==> config.mk <==
export PLATFORM = sky130hd
export DESIGN_NAME = integer_to_ascii_formatter_core
export DESIGN_NICKNAME = d
export VERILOG_FILES = /design/src/design/itoa_pkg.sv /design/src/design/itoa_ctrl.sv /design/src/design/itoa_datapath.sv /design/src/design/integer_to_ascii_formatter_core.sv
export SDC_FILE = /design/constraint.sdc
export NUM_CORES = 1
export LEC_CHECK = 0
export ABC_AREA = 1
export BUFFER_PORTS_ARGS = -buffer_cell sky130_fd_sc_hd__buf_2
export CORE_UTILIZATION = 35
export DETAILED_ROUTE_END_ITERATION = 6
export PLACE_DENSITY_LB_ADDON = 0.2
export SLEW_MARGIN = 20
export SYNTH_ARGS = -nofsm -noshare
export SYNTH_HDL_FRONTEND = slang
export SYNTH_SLANG_ARGS = --single-unit
==> constraint.sdc <==
create_clock -name clk -period 3.7 [get_ports clk]
set_clock_uncertainty 0.05 [all_clocks]
set_input_delay 0.925 -clock clk [delete_from_list [all_inputs] [get_ports clk]]
set_output_delay 0.925 -clock clk [all_outputs]
set_load 0.01 [all_outputs]
==> src/design/itoa_pkg.sv <==
// Package: types, codes and constants of the integer to ASCII formatter
package itoa_pkg;

  localparam int MAX_DIGITS = 36;
  localparam int IDX_W = $clog2(MAX_DIGITS);
  localparam int BCD_DIGITS = 10;
  localparam int BUF_W = 4 * BCD_DIGITS;
  localparam int WORD_W = 32;
  localparam int CNT_W = $clog2(WORD_W);

  localparam logic [IDX_W-1:0] MAX_DIGITS_IDX = IDX_W'(MAX_DIGITS);
  localparam logic [IDX_W-1:0] DEC_DIGITS = IDX_W'(BCD_DIGITS);
  localparam logic [IDX_W-1:0] HEX_DIGITS = IDX_W'(WORD_W / 4);
  localparam logic [IDX_W-1:0] BIN_DIGITS = IDX_W'(WORD_W);

  localparam logic [7:0] CHAR_ZERO = 8'h30;
  localparam logic [7:0] CHAR_UPPER_BASE = 8'h41 - 8'd10;
  localparam logic [7:0] CHAR_LOWER_BASE = 8'h61 - 8'd10;
  localparam logic [7:0] CHAR_MINUS = 8'h2d;

  typedef enum logic [2:0] {
    OP_SDEC = 3'd0,
    OP_UDEC = 3'd1,
    OP_LHEX = 3'd2,
    OP_UHEX = 3'd3,
    OP_BIN  = 3'd4
  } op_t;

  typedef enum logic [1:0] {
    BASE_DEC,
    BASE_HEX,
    BASE_BIN
  } base_t;

  typedef enum logic [1:0] {
    ST_IDLE,
    ST_CONVERT,
    ST_SIGN,
    ST_EMIT
  } state_t;

  typedef struct packed {
    logic load;
    logic conv_step;
    logic emit_sign;
    logic emit_digit;
    logic skip;
  } dp_cmd_t;

  typedef struct packed {
    logic op_valid;
    logic op_dec;
    logic conv_last;
    logic neg;
    logic skip;
    logic index_zero;
  } dp_status_t;

endpackage

==> src/design/itoa_ctrl.sv <==
// Controller state machine of the integer to ASCII formatter
module itoa_ctrl import itoa_pkg::*; (
  input  logic       clk,
  input  logic       rst,
  input  logic       start,
  input  dp_status_t status,
  output dp_cmd_t    cmd,
  output logic       busy
);

  state_t state;
  state_t state_next;

  always_ff @(posedge clk) begin
    if (rst) begin
      state <= ST_IDLE;
    end else begin
      state <= state_next;
    end
  end

  always_comb begin
    state_next = state;
    cmd = '0;
    busy = 1'b1;
    case (state)
      ST_IDLE: begin
        busy = 1'b0;
        if (start && status.op_valid) begin
          cmd.load = 1'b1;
          state_next = status.op_dec ? ST_CONVERT : ST_EMIT;
        end
      end
      ST_CONVERT: begin
        cmd.conv_step = 1'b1;
        if (status.conv_last) begin
          state_next = status.neg ? ST_SIGN : ST_EMIT;
        end
      end
      ST_SIGN: begin
        cmd.emit_sign = 1'b1;
        state_next = ST_EMIT;
      end
      ST_EMIT: begin
        if (status.skip) begin
          cmd.skip = 1'b1;
        end else begin
          cmd.emit_digit = 1'b1;
          if (status.index_zero) begin
            state_next = ST_IDLE;
          end
        end
      end
      default: begin
        state_next = ST_IDLE;
      end
    endcase
  end

endmodule

==> src/design/itoa_datapath.sv <==
// Datapath: pad register, BCD conversion, digit buffer and character output
module itoa_datapath import itoa_pkg::*; (
  input  logic        clk,
  input  logic        rst,
  input  logic        pad_width_we,
  input  logic [5:0]  pad_width,
  input  logic [31:0] value,
  input  logic [2:0]  operation,
  input  dp_cmd_t     cmd,
  output dp_status_t  status,
  output logic        strobe,
  output logic [7:0]  character,
  output logic        last
);

  logic [5:0]       pad_cfg;
  logic [IDX_W-1:0] pad_clamped;
  logic [WORD_W-1:0] mag;
  logic [BUF_W-1:0] digits;
  logic [BUF_W-1:0] digits_adj;
  logic [CNT_W-1:0] cnt;
  logic [IDX_W-1:0] index;
  logic [IDX_W-1:0] base_digits;
  logic [IDX_W-1:0] width_sel;
  base_t            base;
  logic             upper;
  logic             neg;
  logic             started;
  logic             in_neg;
  logic [3:0]       digit;
  logic [7:0]       digit_char;

  always_ff @(posedge clk) begin
    if (rst) begin
      pad_cfg <= '0;
    end else if (pad_width_we) begin
      pad_cfg <= pad_width;
    end
  end

  assign pad_clamped = (IDX_W'(pad_cfg) > MAX_DIGITS_IDX) ? MAX_DIGITS_IDX : IDX_W'(pad_cfg);

  assign in_neg = (operation == OP_SDEC) && value[WORD_W-1];

  always_comb begin
    case (operation)
      OP_SDEC, OP_UDEC: base_digits = DEC_DIGITS;
      OP_LHEX, OP_UHEX: base_digits = HEX_DIGITS;
      default:          base_digits = BIN_DIGITS;
    endcase
    width_sel = (pad_clamped > base_digits) ? pad_clamped : base_digits;
  end

  always_comb begin
    for (int d = 0; d < BCD_DIGITS; d++) begin
      digits_adj[4*d +: 4] = (digits[4*d +: 4] >= 4'd5) ? digits[4*d +: 4] + 4'd3
                                                       : digits[4*d +: 4];
    end
  end

  always_comb begin
    digit = 4'd0;
    case (base)
      BASE_DEC: if (index < DEC_DIGITS) digit = digits[{index[3:0], 2'b00} +: 4];
      BASE_HEX: if (index < HEX_DIGITS) digit = digits[{index[2:0], 2'b00} +: 4];
      BASE_BIN: if (index < BIN_DIGITS) digit = {3'b000, digits[index[4:0]]};
      default:  digit = 4'd0;
    endcase
    if (digit < 4'd10) begin
      digit_char = CHAR_ZERO + 8'(digit);
    end else begin
      digit_char = (upper ? CHAR_UPPER_BASE : CHAR_LOWER_BASE) + 8'(digit);
    end
  end

  always_ff @(posedge clk) begin
    if (cmd.load) begin
      neg   <= in_neg;
      upper <= (operation == OP_UHEX);
      index <= width_sel - IDX_W'(1);
      cnt   <= '0;
      mag   <= in_neg ? (WORD_W'(0) - value) : value;
      if (operation inside {OP_SDEC, OP_UDEC}) begin
        base   <= BASE_DEC;
        digits <= '0;
      end else begin
        base   <= (operation == OP_BIN) ? BASE_BIN : BASE_HEX;
        digits <= BUF_W'(value);
      end
    end else if (cmd.conv_step) begin
      digits <= {digits_adj[BUF_W-2:0], mag[WORD_W-1]};
      mag    <= {mag[WORD_W-2:0], 1'b0};
      cnt    <= cnt + CNT_W'(1);
    end else if (cmd.emit_digit || cmd.skip) begin
      index <= index - IDX_W'(1);
    end
  end

  always_ff @(posedge clk) begin
    if (rst) begin
      started <= 1'b0;
      strobe  <= 1'b0;
    end else begin
      strobe <= cmd.emit_sign || cmd.emit_digit;
      if (cmd.load) begin
        started <= 1'b0;
      end else if (cmd.emit_digit) begin
        started <= 1'b1;
      end
    end
  end

  always_ff @(posedge clk) begin
    if (cmd.emit_sign) begin
      character <= CHAR_MINUS;
      last      <= 1'b0;
    end else if (cmd.emit_digit) begin
      character <= digit_char;
      last      <= (index == '0);
    end
  end

  always_comb begin
    status.op_valid   = operation inside {OP_SDEC, OP_UDEC, OP_LHEX, OP_UHEX, OP_BIN};
    status.op_dec     = operation inside {OP_SDEC, OP_UDEC};
    status.conv_last  = (cnt == CNT_W'(WORD_W - 1));
    status.neg        = neg;
    status.index_zero = (index == '0);
    status.skip       = !started && (index >= pad_clamped) && (digit == 4'd0) &&
                        (index != '0);
  end

endmodule

==> src/design/integer_to_ascii_formatter_core.sv <==
// Top level of the integer to ASCII formatter
// Takes a 32-bit word on start (when busy is low) and emits its ASCII characters, most
// significant first, one per strobe cycle, with last on the final one; the receiver
// cannot stall, so every strobe beat must be taken. Decimal formats first convert the
// word to BCD by shifting it in bit by bit; every format then walks the digit buffer
// from the top position (the larger of pad width and 10, 8 or 32 digits) down, one
// position at a time, dropping leading zeros above the pad width. A negative signed
// decimal value is preceded by a minus sign. Operation codes 5 to 7 are ignored and
// give no characters. The user must write pad_width with pad_width_we only while idle;
// the block itself does not enforce this. Values above 36 act as 36.
module integer_to_ascii_formatter_core import itoa_pkg::*; (
  input  logic        clk,
  input  logic        rst,
  input  logic        pad_width_we,
  input  logic [5:0]  pad_width,
  input  logic        start,
  output logic        busy,
  input  logic [31:0] value,
  input  logic [2:0]  operation,
  output logic        strobe,
  output logic [7:0]  character,
  output logic        last
);

  dp_cmd_t    cmd;
  dp_status_t status;

  itoa_ctrl u_ctrl (
    .clk    (clk),
    .rst    (rst),
    .start  (start),
    .status (status),
    .cmd    (cmd),
    .busy   (busy)
  );

  itoa_datapath u_datapath (
    .clk          (clk),
    .rst          (rst),
    .pad_width_we (pad_width_we),
    .pad_width    (pad_width),
    .value        (value),
    .operation    (operation),
    .cmd          (cmd),
    .status       (status),
    .strobe       (strobe),
    .character    (character),
    .last         (last)
  );

endmodule

==> impl_metrics.json <==
{
  "fp.dieW_um": 147,
  "finalHoldViolations": 0,
  "yosysWarnings": 0,
  "drt_iter0_markers": 377,
  "pwr-share-comb": 0.452,
  "hp-class": "flop to flop",
  "grt_max_degree": 50,
  "async_reset_ff_frac": 0,
  "period_needed_ns": 3.07,
  "die_area_um2": 21600,
  "grt_pass1_vias": 5757,
  "seq_area_um2": 2920,
  "synth_top_area_share": 0.335,
  "crit_type": "input pin to flop",
  "cts_max_path_buffers": 2,
  "crit_path_start_kind": "input pin",
  "postCtsHoldBufs": 0,
  "p_seq_frac": 0.389,
  "clock.fmax_ghz": 0.326,
  "post-route-period-util": 0.829,
  "yosysMostFrequentCell": "nand2_1",
  "post_drt_wl_per_cell_um": 14.5,
  "cts-buffers-inserted": 9,
  "grt_pass1_wl_um": 29900,
  "start_util": 0.360,
  "port-buffer-count": 54,
  "finalNetCount": 1073,
  "dpl.hpwl_um": 13600,
  "drv_cap": 0,
  "crit_arrival_ns": 3.13,
  "ys_top_cells_by_count": "nand2_1 (188), inv_1 (138), nor2_1 (91)",
  "vias_per_cell": 4.93,
  "finalWirelength_um": 18400,
  "clk_latency_ns": 0.37,
  "synthCells": 943,
  "power_switching_uw": 2620,
  "power.total_uw": 6250,
  "diodes": 0,
  "status": "completed",
  "yosys.area.top_type": "edfxtp_1",
  "ir_drop_mv": 0.278,
  "root_buffer": "clkbuf_16",
  "drive_gt1_frac": 0.120,
  "crit_required_ns": 3.76,
  "coreArea_um2": 20400,
  "globalplace.congestion": 0.839,
  "syn-cell-area_um2": 7360,
  "clkPwrFrac": 0.158,
  "ant_nets": 0,
  "via_count": 6226,
  "synth_nets": 1027,
  "ys_ff_latch": 105,
  "tightestPinTransition_ns": 0.629,
  "avgSynthCellArea_um2": 7.80,
  "cp_top_family": "simple AND/OR/NAND/NOR gates",
  "worst-path-buf-inv": 4,
  "hold_start": "u_datapath.started",
  "drv_slew": 0,
  "ys.flop_type": "edfxtp_1",
  "htreeDepth": 3,
  "worst_path_most_repeated_cell": "nand2_1",
  "route.detailed.drc": 0,
  "grt_antenna_before_repair": 0,
  "boundaryPins": 56,
  "cts.repair.resized": 0,
  "swShare": 0.419,
  "syn_to_final_growth_pct": 11.3,
  "tns_ns": 0,
  "multi_input_area_um2": 3720,
  "cts.sinks": 105,
  "fill_cells": 2174,
  "first_pass_iters": 5,
  "num_rows": 52,
  "yosysUniqueCellTypes": 50,
  "worstReg2RegStart": "u_datapath.index[2]",
  "ys_seq_area_frac": 0.397,
  "crit_chain": "buf_2 > inv_1 > nand2_1 > nor2_1 > inv_1 > nand2_1 > ha_1 > a21boi_0 > nand2_1 > nand2_1 > nand2_1 > nand3_1 > nand2_1 > inv_1 > ha_1 > xor2_1",
  "intPower_uw": 3630,
  "post_cts.repair.setup_buffers": 0,
  "critPathLaunch": "operation[1]",
  "end_kind": "flop",
  "critPathMaxStageDelay_ns": 0.36,
  "overflow": 0,
  "synth_enable_flop_cells": 82,
  "cts_tree": "built",
  "die_y_um": 147,
  "clk_pin_slew_worst_paths_ns": 0.07,
  "crit_fanout": 5,
  "grtUsageTotal": 0.176,
  "setup_viol": 0,
  "rsz0062_at_grt": "no",
  "slowest_stage": "nor2_1",
  "p_leak_uw": 0.00370,
  "synthTopCellsByArea": "edfxtp_1 (33%), nand2_1 (9.6%), inv_1 (7.0%)",
  "slew-limit-headroom": 0.579,
  "powerDensity_nw_per_um2": 763
}
tightest hold or removal path, cell delays in order (launching register included):
cell and delay (ns):
dfxtp_1 0.30, inv_1 0.06, a21oi_1 0.06
per-stage QoR:
| stage | instance area, um^2 | hold WS (ns) | worst slack [ns] | cells | util |
|---|---|---|---|---|---|
| 2_1_floorplan | 7360 | 0.382 | 0.408 | 943 | - |
| 3_3_place_gp | 7890 | 0.386 | 0.315 | 1248 | 0.386 |
| 4_1_cts | 8190 | 0.411 | 0.660 | 1264 | 0.401 |
| 5_1_grt | 8190 | 0.444 | 0.456 | 1264 | 0.401 |
| 3_5_place_dp | 7890 | 0.391 | 0.285 | 1248 | 0.386 |
| 6_report | 8190 | 0.414 | 0.633 | 1264 | 0.401 |
power groups by stage:
stage               combinational, uW  sequential [uW]  clock [uW]
floorplan                        2180             2350           0
global placement                 2820             2450           0
detailed placement               2840             2460           0
CTS                              2860             2430        1020
global route                     3280             2500        1050
finish                           2830             2430         988
layout make-up:
type,count,share of cell area
multi-input cells,664,0.455
flip-flops and latches,105,0.357
inverters,143,0.0656
repair buffers,66,0.0455
well taps,270,0.0413
clock buffers,9,0.0275
clock inverters,7,0.00841
cells in the final DEF, fill, tap and decap left out, drive strengths merged, types with 7 or more instances in the layout:
master,instances
dfxtp,23
clkbuf,9
nor3,14
ha,39
a21oi,47
nand3,60
buf,66
o21ai,97
edfxtp,82
nand2,196
o22ai,7
nand4,10
nor2,97
o211ai,24
inv,144
xor2,35
registers in the layout (all words and copies together) (netlist names):
name and cells:
u_datapath.started 1, u_datapath.last 1, u_datapath.mag 32, u_datapath.character 7, u_datapath.neg 1, u_datapath.strobe 1, u_ctrl.state 2, u_datapath.base 2
u_datapath.upper 1, u_datapath.index 6, u_datapath.cnt 5, u_datapath.pad_cfg 6, u_datapath.digits 40
worst paths after layout:
kind                              to  slack [ns]  cells after the start
min               u_datapath.started        0.41                      2
min reg2reg       u_datapath.started        0.41                      2
max              u_datapath.index[2]        0.63                     16
max reg2reg  u_datapath.character[0]        0.90                     20
logic make-up (layout without fill, tap and decap cells):
logic type / Yosys count / in the layout / synth area share
flops: 105 / 105 / 0.397
buf+inv: 174 / 225 / 0.0987
simple gates: 380 / 380 / 0.223
compound gates: 208 / 208 / 0.171
xor+xnor: 36 / 36 / 0.0429
fa+ha+maj: 39 / 39 / 0.0663
other cells: 1 / 1 / 0.000510
metal layers:
| metal | up-vias | share of wire | track usage |
|---|---|---|---|
| li1 | 3249 | - | - |
| met2 | 105 | 0.43 | 0.266 |
| met4 | 0 | 0.012 | 0.0474 |
| met5 | - | 0 | 0 |
| met1 | 2859 | 0.52 | 0.258 |
| met3 | 13 | 0.038 | 0.0298 |
No activity file was read; power rests on OpenSTA's default activity.
